--- src/hw/rtl/ses_pkg.sv ---
// Shared types and codes for the sparse entry store.
package ses_pkg;

  // Field widths fixed by the interface
  localparam int unsigned INDEX_W = 16;
  localparam int unsigned VALUE_W = 64;
  localparam int unsigned COUNT_W = 17;
  localparam int unsigned TOTAL_W = 9;
  localparam int unsigned STATUS_W = 2;
  localparam int unsigned CFG_IDX_W = 8;

  // Register indexes
  localparam logic [CFG_IDX_W-1:0] REG_ROW_COUNT = 8'd0;
  localparam logic [CFG_IDX_W-1:0] REG_COLUMN_COUNT = 8'd1;

  // Request modes
  localparam logic MODE_READ = 1'b0;
  localparam logic MODE_WRITE = 1'b1;

  // Status codes
  localparam logic [STATUS_W-1:0] ST_OK = 2'd0;
  localparam logic [STATUS_W-1:0] ST_RANGE = 2'd1;
  localparam logic [STATUS_W-1:0] ST_FULL = 2'd2;

  // Reset value of both bounds registers
  localparam logic [COUNT_W-1:0] COUNT_RESET = 17'h10000;

  // Control of the shared compare unit
  typedef struct packed {
    logic clear;
    logic en;
  } scan_ctl_t;

  // Write control of the slot memory
  typedef struct packed {
    logic we;
    logic set_valid;
    logic clr_valid;
  } mem_wr_t;

endpackage

--- src/hw/rtl/ses_scan_unit.sv ---
// Shared key compare: finds the first matching slot and the first free slot.
module ses_scan_unit #(
  parameter int unsigned AW = 8
) (
  input  logic                        clk,
  input  logic                        rst_n,
  input  ses_pkg::scan_ctl_t          ctl,
  input  logic [AW-1:0]               idx,
  input  logic                        slot_valid,
  input  logic [ses_pkg::INDEX_W-1:0] slot_row,
  input  logic [ses_pkg::INDEX_W-1:0] slot_col,
  input  logic [ses_pkg::VALUE_W-1:0] slot_value,
  input  logic [ses_pkg::INDEX_W-1:0] key_row,
  input  logic [ses_pkg::INDEX_W-1:0] key_col,
  output logic                        hit,
  output logic [AW-1:0]               hit_idx,
  output logic [ses_pkg::VALUE_W-1:0] hit_value,
  output logic                        free_found,
  output logic [AW-1:0]               free_idx
);

  logic                        hit_r;
  logic                        free_r;
  logic [AW-1:0]               hit_idx_r;
  logic [AW-1:0]               free_idx_r;
  logic [ses_pkg::VALUE_W-1:0] hit_value_r;
  logic                        match;
  logic                        take_hit;
  logic                        take_free;

  // One comparison per cycle while ctl.en is high
  assign match     = (slot_row == key_row) && (slot_col == key_col);
  assign take_hit  = ctl.en && slot_valid && match && !hit_r;
  assign take_free = ctl.en && !slot_valid && !free_r;

  // Found flags
  always_ff @(posedge clk) begin
    if (!rst_n) begin
      hit_r  <= 1'b0;
      free_r <= 1'b0;
    end else if (ctl.clear) begin
      hit_r  <= 1'b0;
      free_r <= 1'b0;
    end else begin
      if (take_hit) begin
        hit_r <= 1'b1;
      end
      if (take_free) begin
        free_r <= 1'b1;
      end
    end
  end

  // Captured slot index and value
  always_ff @(posedge clk) begin
    if (take_hit) begin
      hit_idx_r   <= idx;
      hit_value_r <= slot_value;
    end
    if (take_free) begin
      free_idx_r <= idx;
    end
  end

  assign hit        = hit_r;
  assign hit_idx    = hit_idx_r;
  assign hit_value  = hit_value_r;
  assign free_found = free_r;
  assign free_idx   = free_idx_r;

endmodule

--- config.mk ---
export PLATFORM = sky130hd
export DESIGN_NAME = ses_scan_unit
export DESIGN_NICKNAME = d
export VERILOG_FILES = /design/src/hw/rtl/ses_pkg.sv /design/src/hw/rtl/ses_scan_unit.sv
export SDC_FILE = /design/constraint.sdc
export NUM_CORES = 1
export LEC_CHECK = 0
export BUFFER_PORTS_ARGS = -buffer_cell sky130_fd_sc_hd__buf_4
export CORE_AREA = 2 2 89 91
export CTS_CLUSTER_SIZE = 16
export DETAILED_ROUTE_END_ITERATION = 10
export DIE_AREA = 0 0 91 93
export PLACE_DENSITY = 0.87
export SETUP_SLACK_MARGIN = 0.1
export SLEW_MARGIN = 20
export SYNTH_ARGS = -nofsm -noshare
export SYNTH_HDL_FRONTEND = slang
export SYNTH_SLANG_ARGS = --single-unit
--- constraint.sdc ---
create_clock -name clk -period 7.7 [get_ports clk]
set_clock_uncertainty 0.15 [all_clocks]
set_input_delay 1.155 -clock clk [delete_from_list [all_inputs] [get_ports clk]]
set_output_delay 1.155 -clock clk [all_outputs]
set_load 0.02 [all_outputs]
# Word level (Yosys, flattened, before mapping)
# Cells that the tools add are included.
[op_classes] eq_ne=2 n_bitwise=1 reduce_logical=10
[ops] operator="16-bit equality test" count=2
[ops] operator="1-bit logical AND" count=6
[ops] operator="1-bit zero test" count=3
[ops] operator="2-bit OR reduction" count=1
[ops] operator="1-bit inverter" count=1
[totals] ff_bits=82 out_inout_bits=82 wordCells=18

# Longest topological paths before layout
# Gate-level depths: netlist of run 1.
[logic_depth] word_depth=4 ltp_mapped=5 mapped_depth_nobuf=5

# Worst setup path after synthesis of run 1
# OpenSTA, ideal clock, no wires.
[synth_path] path_kind="input to register" startpoint="input key_row[9] in the netlist's numbering" endpoint="register hit_idx_r[0] (netlist: hit_idx[0]) (enable)" setup_time_ns=0.544 arrival_ns=5.739 required_ns=7.006 path_slack_ns=1.266 stages=4 n_path_buf=0 path_cell_list="xnor2_1 > nand4_1 > or3_1 > nor4_2"
[synth_via] elab_chain_len=4
[synth_rtl] item="start: declaration" line_no="ses_scan_unit.sv:13" source="input logic [ses_pkg::INDEX_W-1:0] key_row,"
[synth_rtl] item="16-bit equality test" line_no="ses_scan_unit.sv:32" source="assign match = (slot_row == key_row) && (slot_col == key_col);"
[synth_rtl] item="1-bit logical AND" line_no="ses_scan_unit.sv:32"
[synth_rtl] item="1-bit logical AND (2 in series)" line_no="ses_scan_unit.sv:33" source="assign take_hit = ctl.en && slot_valid && match && !hit_r;"
[synth_rtl] item="via take_hit" line_no="ses_scan_unit.sv:28" source="logic take_hit;"
[synth_rtl] item="end signal: assignment" line_no="ses_scan_unit.sv:57" source="hit_idx_r <= idx;"
[synth_rtl] item="end: declaration" line_no="ses_scan_unit.sv:24" source="logic [AW-1:0] hit_idx_r;"
# The timed path passes the listed nets, and every way through them passes these cells.
# A chain may end at the register's enable or synchronous reset.

# Final worst setup path of run 1
[layout_path] startpoint="input key_row[9] in the netlist's numbering" endpoint="register hit_value_r (netlist bit hit_value[22]) (enable)"
[layout_via] elab_chain_len=4
[layout_rtl] item="16-bit equality test" line_no="ses_scan_unit.sv:32"
[layout_rtl] item="1-bit logical AND" line_no="ses_scan_unit.sv:32"
[layout_rtl] item="1-bit logical AND (2 in series)" line_no="ses_scan_unit.sv:33"
[layout_rtl] item="via take_hit" line_no="ses_scan_unit.sv:28"
[layout_rtl] item="end signal: assignment" line_no="ses_scan_unit.sv:58" source="hit_value_r <= slot_value;"
[layout_rtl] item="end: declaration" line_no="ses_scan_unit.sv:26" source="logic [ses_pkg::VALUE_W-1:0] hit_value_r;"
# The timed path passes the listed nets, and every way through them passes these cells.

==> summary.txt, run 1 <==
Setup path
  – CP Class: input port to register
  – Worst r2r src: hit
  – CP delay by family, top: simple AND/OR/NAND/NOR gates
  – Slowest stage delay, CP: roughly 540 ps
  – CP bufs+invs: 2
  – CP max FO: 48
  – Worst endpoint data arrival time: 2760 ps
  – Required time of the critical path: 7540 ps
  – FF-to-FF path depth: 3
  – Slowest CP cell: buf_4
  – Most used cell, CP: buf_4
  – FF-to-FF End: hit_value[22]
  – Reg2reg setup slack: roughly 5600 ps
  – Worst setup EP type: register
  – Crit path cell chain: buf_4 -> xnor2_1 -> nand4_1 -> or3_1 -> nor4_4 -> buf_4
  – Worst setup SP type: input port

STA
  – Final hold viol count: 0
  – Worst-Margin Slew: approximately 770 ps
  – Post-layout minimum cycle time: slightly below 3000 ps
  – RSZ-0062 raised after global routing: false
  – Period utilization: 0.380
  – Max_slew headroom: 0.483
  – Final Max Slew Viols: 0
  – Worst setup margin: approximately 4800 ps
  – Fmax: about 340 MHz
  – Setup TNS: 0 ps
  – Final setup viols: 0

Place
  – PortBufs: approximately 220
  – Gpl congestion: 0.701
  – Placed insts: 458
  – Post-DP HPWL: roughly 6000 um
  – DP Worst Slack: between 4000 and 5000 ps

Final layout
  – FF+latch area: between 0.002 and 0.0025 mm2
  – Fillers: 570
  – Fin cells: 474
  – Nets@finish: 508
  – Area Overhead vs Synth: 72.1%
  – Antenna diodes: 0
  – Area of the multi-input gates: about 410 um2
  – Fraction of layout cells with a size suffix above 1: 0.651

Yosys
  – Syn Inst Count: approximately 130
  – Syn avg cell area: ~22 um2
  – Area of the mapped netlist: between 0.002 and 0.003 mm2
  – Synth top area cells: edfxtp_1 85%, xor2_1 7.4%, xnor2_1 2.5%
  – Ys flop type: edfxtp_1
  – Yosys top cell area share: 0.845
  – Top cells by count, synth: 80 x edfxtp_1, 24 x xor2_1, 8 x xnor2_1, 6 x nor4_1, 3 x nor2b_1
  – Yosys reg bits: about 80
  – Most common cell in the netlist: edfxtp_1
  – Share of the yosys chip area belonging to registers: 0.860
  – Yosys warns: 0
  – Cell variety after synth: 12
  – Yosys top cell by area: edfxtp_1
  – EDFF count, synth: 80
  – Synthesized Nets: about 270
  – Post-synth ARST share: 0

Detailed routing
  – Drc violations: 0
  – Pre-antenna DRT Iters: 4
  – Avg Vias per Cell: approximately 4.4
  – Final antenna-violating net count: 0
  – Avg WL per Cell: around 16 um
  – Via count: approximately 2100
  – Initial DRC count: between 80 and 90
  – Routed wire length: ~7500 um

Floorplanning
  – Cell Rows: 32
  – Die Y: 93 um
  – IO Count: 223
  – CORE AREA: roughly 0.0075 mm2
  – Die W: 91 um
  – Initial Utilization: 0.377
  – DIE AREA: ~0.0085 mm2

Clock tree
  – CTS max path bufs: 2
  – Clock Latency Late Sink: 340 ps
  – Post-CTS Resized: 0
  – Reg clk slew, reported paths: 80 ps
  – CTS sink count: 82
  – Root Driver: clkbuf_8
  – CTS tree: done
  – Setup Fix Bufs, Post-CTS: 0
  – Number of CTS-inserted buffers: 9
  – H-tree depth: 3
  – Number of hold buffers added after CTS: 0

Global route
  – Initial antenna violation count: 0
  – GRT met2 Usage: 0.318
  – GRT Overall Usage: 0.173
  – Grt met1 use: 0.180
  – First-pass GRT wire length: 10900 um
  – GR Layer Usage met3: 0.0516
  – Vias in the first global route: roughly 2200
  – GRT Residual Overflow: 0
  – Largest net degree at the start of global routing: 49
  – GRT busiest layer: met2

Power and ir drop
  – IR Drop Worst-Case VDD: approximately 130 uV
  – Power density over cell area: about 190 mW/mm2
  – Leak pwr: ~2.1 nW

Min path
  – Worst hold start: free_found
  – Hold endpoint: free_found
  – Worst Hold Depth: 1
  – HP Class: register to register

Outcome
  – Status: completed

Job
  – MaxCap Viol Count: 0
## cell families after synthesis
kind of cell,Yosys count,share of synthesized area
xor gates and xnor gates,32,0.0986
AOI/OAI and AO/OA,2,0.00528
DFF,82,0.860
and+or+nand+nor,16,0.0366
## through the flow
| stage | power [mW] | hold slack, ps | utilization | instance area, um2 |
|---|---|---|---|---|
| floorplan | 0.519 | 454 | - | 2840 |
| global placement | 0.580 | 323 | 0.619 | 4660 |
| detailed placement | 0.583 | 337 | 0.619 | 4660 |
| CTS | 0.936 | 360 | 0.650 | 4890 |
| global route | 0.962 | 392 | 0.650 | 4890 |
| finish | 0.926 | 353 | 0.650 | 4890 |
## report_power, final
| part | switching [mW] | internal (mW) |
|---|---|---|
| Combinational | 0.0249 | 0.0559 |
| Clock | 0.164 | 0.189 |
| Sequential | 0.000588 | 0.491 |
| Total | 0.189 | 0.736 |
## layer usage
| layer | part of all wire | up-vias |
|---|---|---|
| li1 | - | 973 |
| met1 | 0.34 | 989 |
| met2 | 0.56 | 131 |
| met3 | 0.092 | 10 |
| met4 | 0.016 | 0 |
| met5 | 0 | - |
## worst reg2reg max path, stage by stage, from the launching register on
cell	delay, ps
dfxtp_1	330
or3_1	420
nor4_4	260
buf_4	540
## final cells by class
type / count / share of cell area
Sequential cell: 82 / 0.499
Clock buffer: 9 / 0.0253
Multi-Input combinational cell: 50 / 0.0834
Clock inverter: 7 / 0.0220
Tap cell: 102 / 0.0261
Timing Repair Buffer: 224 / 0.344
## worst max path at each step
| stage | start | end | slack [ps] | cells past startpoint |
|---|---|---|---|---|
| global placement | key_col[6] | hit_value[38] | 4450 | 6 |
| detailed placement | key_row[9] | hit_value[26] | 4390 | 6 |
| global route | key_row[9] | hit_value[43] | 4690 | 6 |
| CTS | key_row[9] | hit_value[22] | 4770 | 6 |
| floorplan | key_row[9] | hit_idx[0] | 1270 | 4 |
| finish | key_row[9] | hit_value[22] | 4770 | 6 |
## cell usage in the layout, fill, tap and decap left out, drive strengths merged
cell type | synthesis | layout
nor4 | 7 | 7
o21a | 2 | 2
inv | 0 | 4
dfxtp | 2 | 2
buf | 0 | 224
nand3 | 2 | 2
bufinv | 0 | 2
edfxtp | 80 | 80
clkbuf | 0 | 9
xnor2 | 8 | 8
nand2 | 1 | 1
or3 | 1 | 1
nand4 | 2 | 2
nor2b | 3 | 3
clkinvlp | 0 | 1
xor2 | 24 | 24
## sequential cells by signal, summed over array words and instances, names as in the netlist
name and cells:
hit_value 64, hit_idx 8, hit 1, free_found 1, free_idx 8
(Power assumes the default switching activity.)
==> inputs of run 2 (changes only) <==
==> constraint.sdc (replaced) <==
create_clock -name clk -period 3.02 [get_ports clk]
set_clock_uncertainty 0.15 [all_clocks]
set_input_delay 0.453 -clock clk [delete_from_list [all_inputs] [get_ports clk]]
set_output_delay 0.453 -clock clk [all_outputs]
set_load 0.02 [all_outputs]
==> run 2 against run 1 <==
Effect of this change:
- clock power rose to 2.6 times the previous value
- critical path depth unchanged
- register-to-register slack worse by 4500 ps
- global-route usage down 1.8 points
- die area unchanged
- sequential share of layout area down 0.13 points
- via count down 0.67%
- critical path type unchanged
==> summary.txt, run 2 (synthesis results as in run 1) <==
Outcome
  – Status: completed

Power and ir drop
  – IR Drop Worst-Case VDD: approximately 250 uV
  – Power density over cell area: ~480 mW/mm2
  – Pwr Total: 2.38 mW
  – Leak pwr: ~2.1 nW

Setup path
  – Worst setup SP type: input port
  – Required time of the critical path: 2860 ps
  – Worst endpoint data arrival time: 1950 ps
  – FF-to-FF End: hit_value[49]
  – Slowest stage delay, CP: approximately 350 ps
  – CP Class: input port to register
  – Slowest CP cell: buf_12
  – Reg2reg setup slack: between 1000 and 1500 ps
  – Worst r2r src: hit
  – Crit path cell chain: buf_4 -> xor2_1 -> nor4_1 -> nand4_1 -> nor4_4 -> buf_12
  – CP max FO: 73
  – Worst setup EP type: register
  – Critical Path End: hit_value[49]
  – Critical Path Source: key_col[6]
  – FF-to-FF path depth: 3

Floorplanning
  – Die W: just over 90 um
  – DIE AREA: approximately 0.0085 mm2
  – IO Count: 223
  – CORE AREA: roughly 0.0075 mm2
  – Die Y: around 93 um
  – Initial Utilization: 0.377
  – Cell Rows: 32

Global route
  – Initial antenna violation count: 0
  – Vias in the first global route: about 2000
  – GRT Overall Usage: 0.155
  – Largest net degree at the start of global routing: 74
  – GRT Residual Overflow: 0
  – First-pass GRT wire length: between 9000 and 10000 um

Min path
  – HP Class: input port to register

Detailed routing
  – Drc violations: 0
  – Avg WL per Cell: between 10 and 15 um
  – Initial DRC count: 42
  – Pre-antenna DRT Iters: 4
  – Avg Vias per Cell: 4.43
  – Final antenna-violating net count: 0
  – Via count: approximately 2100
  – Routed wire length: ~6900 um

Clock tree
  – Clock Latency Late Sink: roughly 330 ps
  – H-tree depth: 3
  – Number of hold buffers added after CTS: 0
  – Root Driver: clkbuf_8
  – Reg clk slew, reported paths: 80 ps
  – CTS tree: done
  – Post-CTS Resized: 0
  – Setup Fix Bufs, Post-CTS: 0
  – CTS max path bufs: 2
  – CTS sink count: between 80 and 90
  – Number of CTS-inserted buffers: 9

STA
  – RSZ-0062 raised after global routing: false
  – Worst-Margin Slew: between 700 and 800 ps
  – Fmax: 474 MHz
  – Max_slew headroom: 0.499
  – Worst setup margin: roughly 910 ps
  – Post-layout minimum cycle time: around 2100 ps
  – Period utilization: 0.699
  – Setup TNS: 0 ps
  – Final Max Slew Viols: 0
  – Final hold viol count: 0
  – Final setup viols: 0

Final layout
  – Fraction of layout cells with a size suffix above 1: 0.649
  – Commonest non-fill, non-tap cell in the layout: buf_4
  – Most frequent cells in the layout: 222 x buf_4, 80 x edfxtp_1, 24 x xor2_1
  – Fillers: ~560
  – Antenna diodes: 0
  – Largest register FFs: 64
  – Area Overhead vs Synth: 72.6%
  – Nets@finish: 507

Job
  – MaxCap Viol Count: 0

Place
  – Gpl congestion: 0.706
  – DP Worst Slack: between 500 and 600 ps
  – Post-DP HPWL: roughly 5600 um
  – PortBufs: between 200 and 250
## run 2: changes by cell type in the layout (fill, tap and decap cells not counted)
cell	previous run	this run
inv_6	2	1
clkinv_4	0	1
buf_4	224	222
bufinv_16	2	3
buf_12	0	1
inv_8	2	0
## run 2: per-layer routing
metal | routed length [um] | GRT usage | part of all wire | vias up
met5 | 0 | 0 | 0 | -
met4 | 100 | 0.0505 | 0.014 | 0
met3 | 705 | 0.0620 | 0.10 | 11
met2 | 3900 | 0.301 | 0.56 | 146
met1 | 2250 | 0.146 | 0.32 | 962
li1 | - | - | - | 970
## run 2: power by group
group	internal, mW	switching (mW)	total, mW
combinational	0.142	0.0606	0.203
sequential	1.25	0.00192	1.25
clock	0.549	0.370	0.919
total	1.94	0.433	2.38
## run 2: how the worst min path moves through the flow
stage                    from       endpoint  slack, ps  cells after the start
5_1_grt         slot_value[9]   hit_value[9]        110                      1
4_1_cts        slot_value[32]  hit_value[32]        120                      1
2_1_floorplan          idx[0]    free_idx[0]        400                      0
3_5_place_dp              hit            hit        320                      1
3_3_place_gp              hit            hit        320                      1
6_report        slot_value[7]   hit_value[7]        140                      1
## run 2: worst max-delay path, delay by kind of cell
kind | cells | cell delay, ps
XOR/XNOR | 1 | 150
AND/OR/NAND/NOR | 3 | 830
buffers and inverters | 2 | 460
## run 2: through the flow
| step | hold slack, ps | util | std cells | cell area, um2 |
|---|---|---|---|---|
| final | 136 | 0.651 | 472 | 4900 |
| after global routing | 111 | 0.651 | 472 | 4900 |
| after CTS | 124 | 0.651 | 472 | 4900 |
| after detailed placement | 319 | 0.620 | 457 | 4660 |
| after global placement | 315 | 0.620 | 457 | 4660 |
| after floorplan | 402 | - | 132 | 2850 |
## run 2: cell type report
| cell class | instances | area (um2) | share of cell area |
|---|---|---|---|
| flip-flops and latches | 82 | 2440 | 0.498 |
| repair buffers | 223 | 1690 | 0.344 |
| multi-input cells | 50 | 408 | 0.0832 |
| well taps | 102 | 128 | 0.0260 |
| clock buffers | 9 | 124 | 0.0253 |
| clock inverters | 6 | 115 | 0.0235 |
==> inputs of run 3 (changes only) <==
==> constraint.sdc (replaced) <==
create_clock -name clk -period 2 [get_ports clk]
set_clock_uncertainty 0.15 [all_clocks]
set_input_delay 0.3 -clock clk [delete_from_list [all_inputs] [get_ports clk]]
set_output_delay 0.3 -clock clk [all_outputs]
set_load 0.02 [all_outputs]
==> run 3 against run 2 <==
Effect of this change:
- first-iteration DRC count up 95%
- design area grew 16%
- setup slack got worse by 740 ps
- global-route usage increased by 7.1 points
- clock power rose by 56%
- final cell count up 16%
- non-clock buffer count grew 76
- sequential share of layout area decreased by 6.9 points
- via count increased by 19%
- wire length rose by 39%
- sequential power up 51%
- core utilization rose by 10 points
- largest power group unchanged
==> summary.txt, run 3 (synthesis results as in run 1) <==
Final layout
  – Most frequent cells in the layout: 224 x buf_4, 80 x edfxtp_1, 72 x dlygate4sd3_1
  – Commonest non-fill, non-tap cell in the layout: buf_4
  – Fillers: between 400 and 500
  – Fin area: about 0.0057 mm2
  – Largest register FFs: between 60 and 70
  – Nets@finish: a little under 600
  – Area Overhead vs Synth: 100%
  – FF+latch area: roughly 0.0024 mm2
  – Fraction of layout cells with a size suffix above 1: 0.549
  – Area of the multi-input gates: about 410 um2

Place
  – DP Worst Slack: -211 ps
  – PortBufs: approximately 220
  – Gpl congestion: slightly above 0.7
  – Post-DP HPWL: 5640 um
  – Placed inst area: ~0.0047 mm2

Global route
  – First-pass GRT wire length: about 14000 um
  – Largest net degree at the start of global routing: 30
  – Initial antenna violation count: 1
  – Vias in the first global route: 2573
  – GRT Overall Usage: 0.225
  – GRT Residual Overflow: 0

Setup path
  – Worst setup EP type: register
  – Worst endpoint data arrival time: between 1500 and 2000 ps
  – Worst setup SP type: input port
  – Required time of the critical path: between 1500 and 2000 ps
  – CP Class: input port to register
  – CP max FO: 29

STA
  – Post-layout minimum cycle time: around 1800 ps
  – Final hold viol count: 0
  – RSZ-0062 raised after global routing: true
  – Final Max Slew Viols: 0
  – Setup TNS: 0 ps
  – Fmax: approximately 550 MHz
  – Worst-Margin Slew: between 300 and 400 ps
  – Worst setup margin: 168 ps
  – Final setup viols: 0
  – Max_slew headroom: 0.760
  – Period utilization: 0.916

Detailed routing
  – Avg WL per Cell: approximately 18 um
  – Drc violations: 0
  – Avg Vias per Cell: about 4.5
  – Routed wire length: ~9600 um
  – Pre-antenna DRT Iters: 4
  – Via count: around 2500
  – Initial DRC count: 82
  – Final antenna-violating net count: 0

Clock tree
  – Number of CTS-inserted buffers: 9
  – CTS tree: done
  – CTS max path bufs: 2
  – H-tree depth: 3
  – Clock Latency Late Sink: roughly 340 ps
  – Reg clk slew, reported paths: ~80 ps
  – Root Driver: clkbuf_8
  – CTS sink count: between 80 and 90

Floorplanning
  – Die Y: 93 um
  – CORE AREA: 0.00753 mm2
  – Die W: ~90 um
  – Cell Rows: 32
  – Initial Utilization: 0.377
  – IO Count: between 200 and 250
  – DIE AREA: 0.00846 mm2

Power and ir drop
  – IR Drop Worst-Case VDD: between 300 and 400 uV
  – Power density over cell area: 662 mW/mm2
  – Leak pwr: 2.41 nW

Min path
  – HP Class: input port to register

Outcome
  – Status: completed

Job
  – MaxCap Viol Count: 0
## run 3: worst max-delay path, cell delays in order
cell and delay [ps]:
buf_4 110, xor2_1 150, nor4_1 300, nand4_1 210
nor4_4 230, buf_4 210, buf_12 210
## run 3: metrics by stage
step,std cells,utilization,power [mW],hold WS [ps]
after global routing,549,0.756,3.88,58.1
after detailed placement,461,0.627,2.25,321
after global placement,461,0.627,2.24,323
final,549,0.756,3.76,67.9
after floorplan,132,-,2.00,249
after CTS,548,0.755,3.76,56.1
## run 3: per-layer routing
layer	part of all wire	routed length (um)	vias to the layer above	track usage
met1	0.36	3450	1182	0.248
met4	0.016	155	0	0.0783
met3	0.077	741	13	0.0588
met5	0	0	-	0
li1	-	-	1127	-
met2	0.55	5310	159	0.421
## run 3: what timing repair did
item,in CTS,in global routing
setup endpoints to repair,0,71
hold buffers,72,0
resized for setup,0,1
buffers inserted,0,0
endpoints found under the hold margin,80,0
## run 3: area by class of cell
type / count / share of cell area
Antenna cell: 1 / 0.000440
Clock buffer: 9 / 0.0218
Clock inverter: 6 / 0.0205
Multi-Input combinational cell: 50 / 0.0728
Sequential cell: 82 / 0.429
Tap cell: 102 / 0.0224
Timing Repair Buffer: 299 / 0.433
## run 3: path summary, 6_finish.rpt
| path | from | endpoint | slack [ps] | cells past startpoint |
|---|---|---|---|---|
| setup / recovery | key_col[6] | hit_value[22] | 170 | 7 |
| setup reg to reg | hit | hit_value[22] | 250 | 4 |
| hold / removal | ctl[1] | free_found | 70 | 3 |
| hold reg to reg | hit | hit | 350 | 1 |
## run 3: where the power goes
part / switching (mW) / internal, mW
logic: 0.134 / 0.309
registers: 0.00260 / 1.89
clock network: 0.599 / 0.829
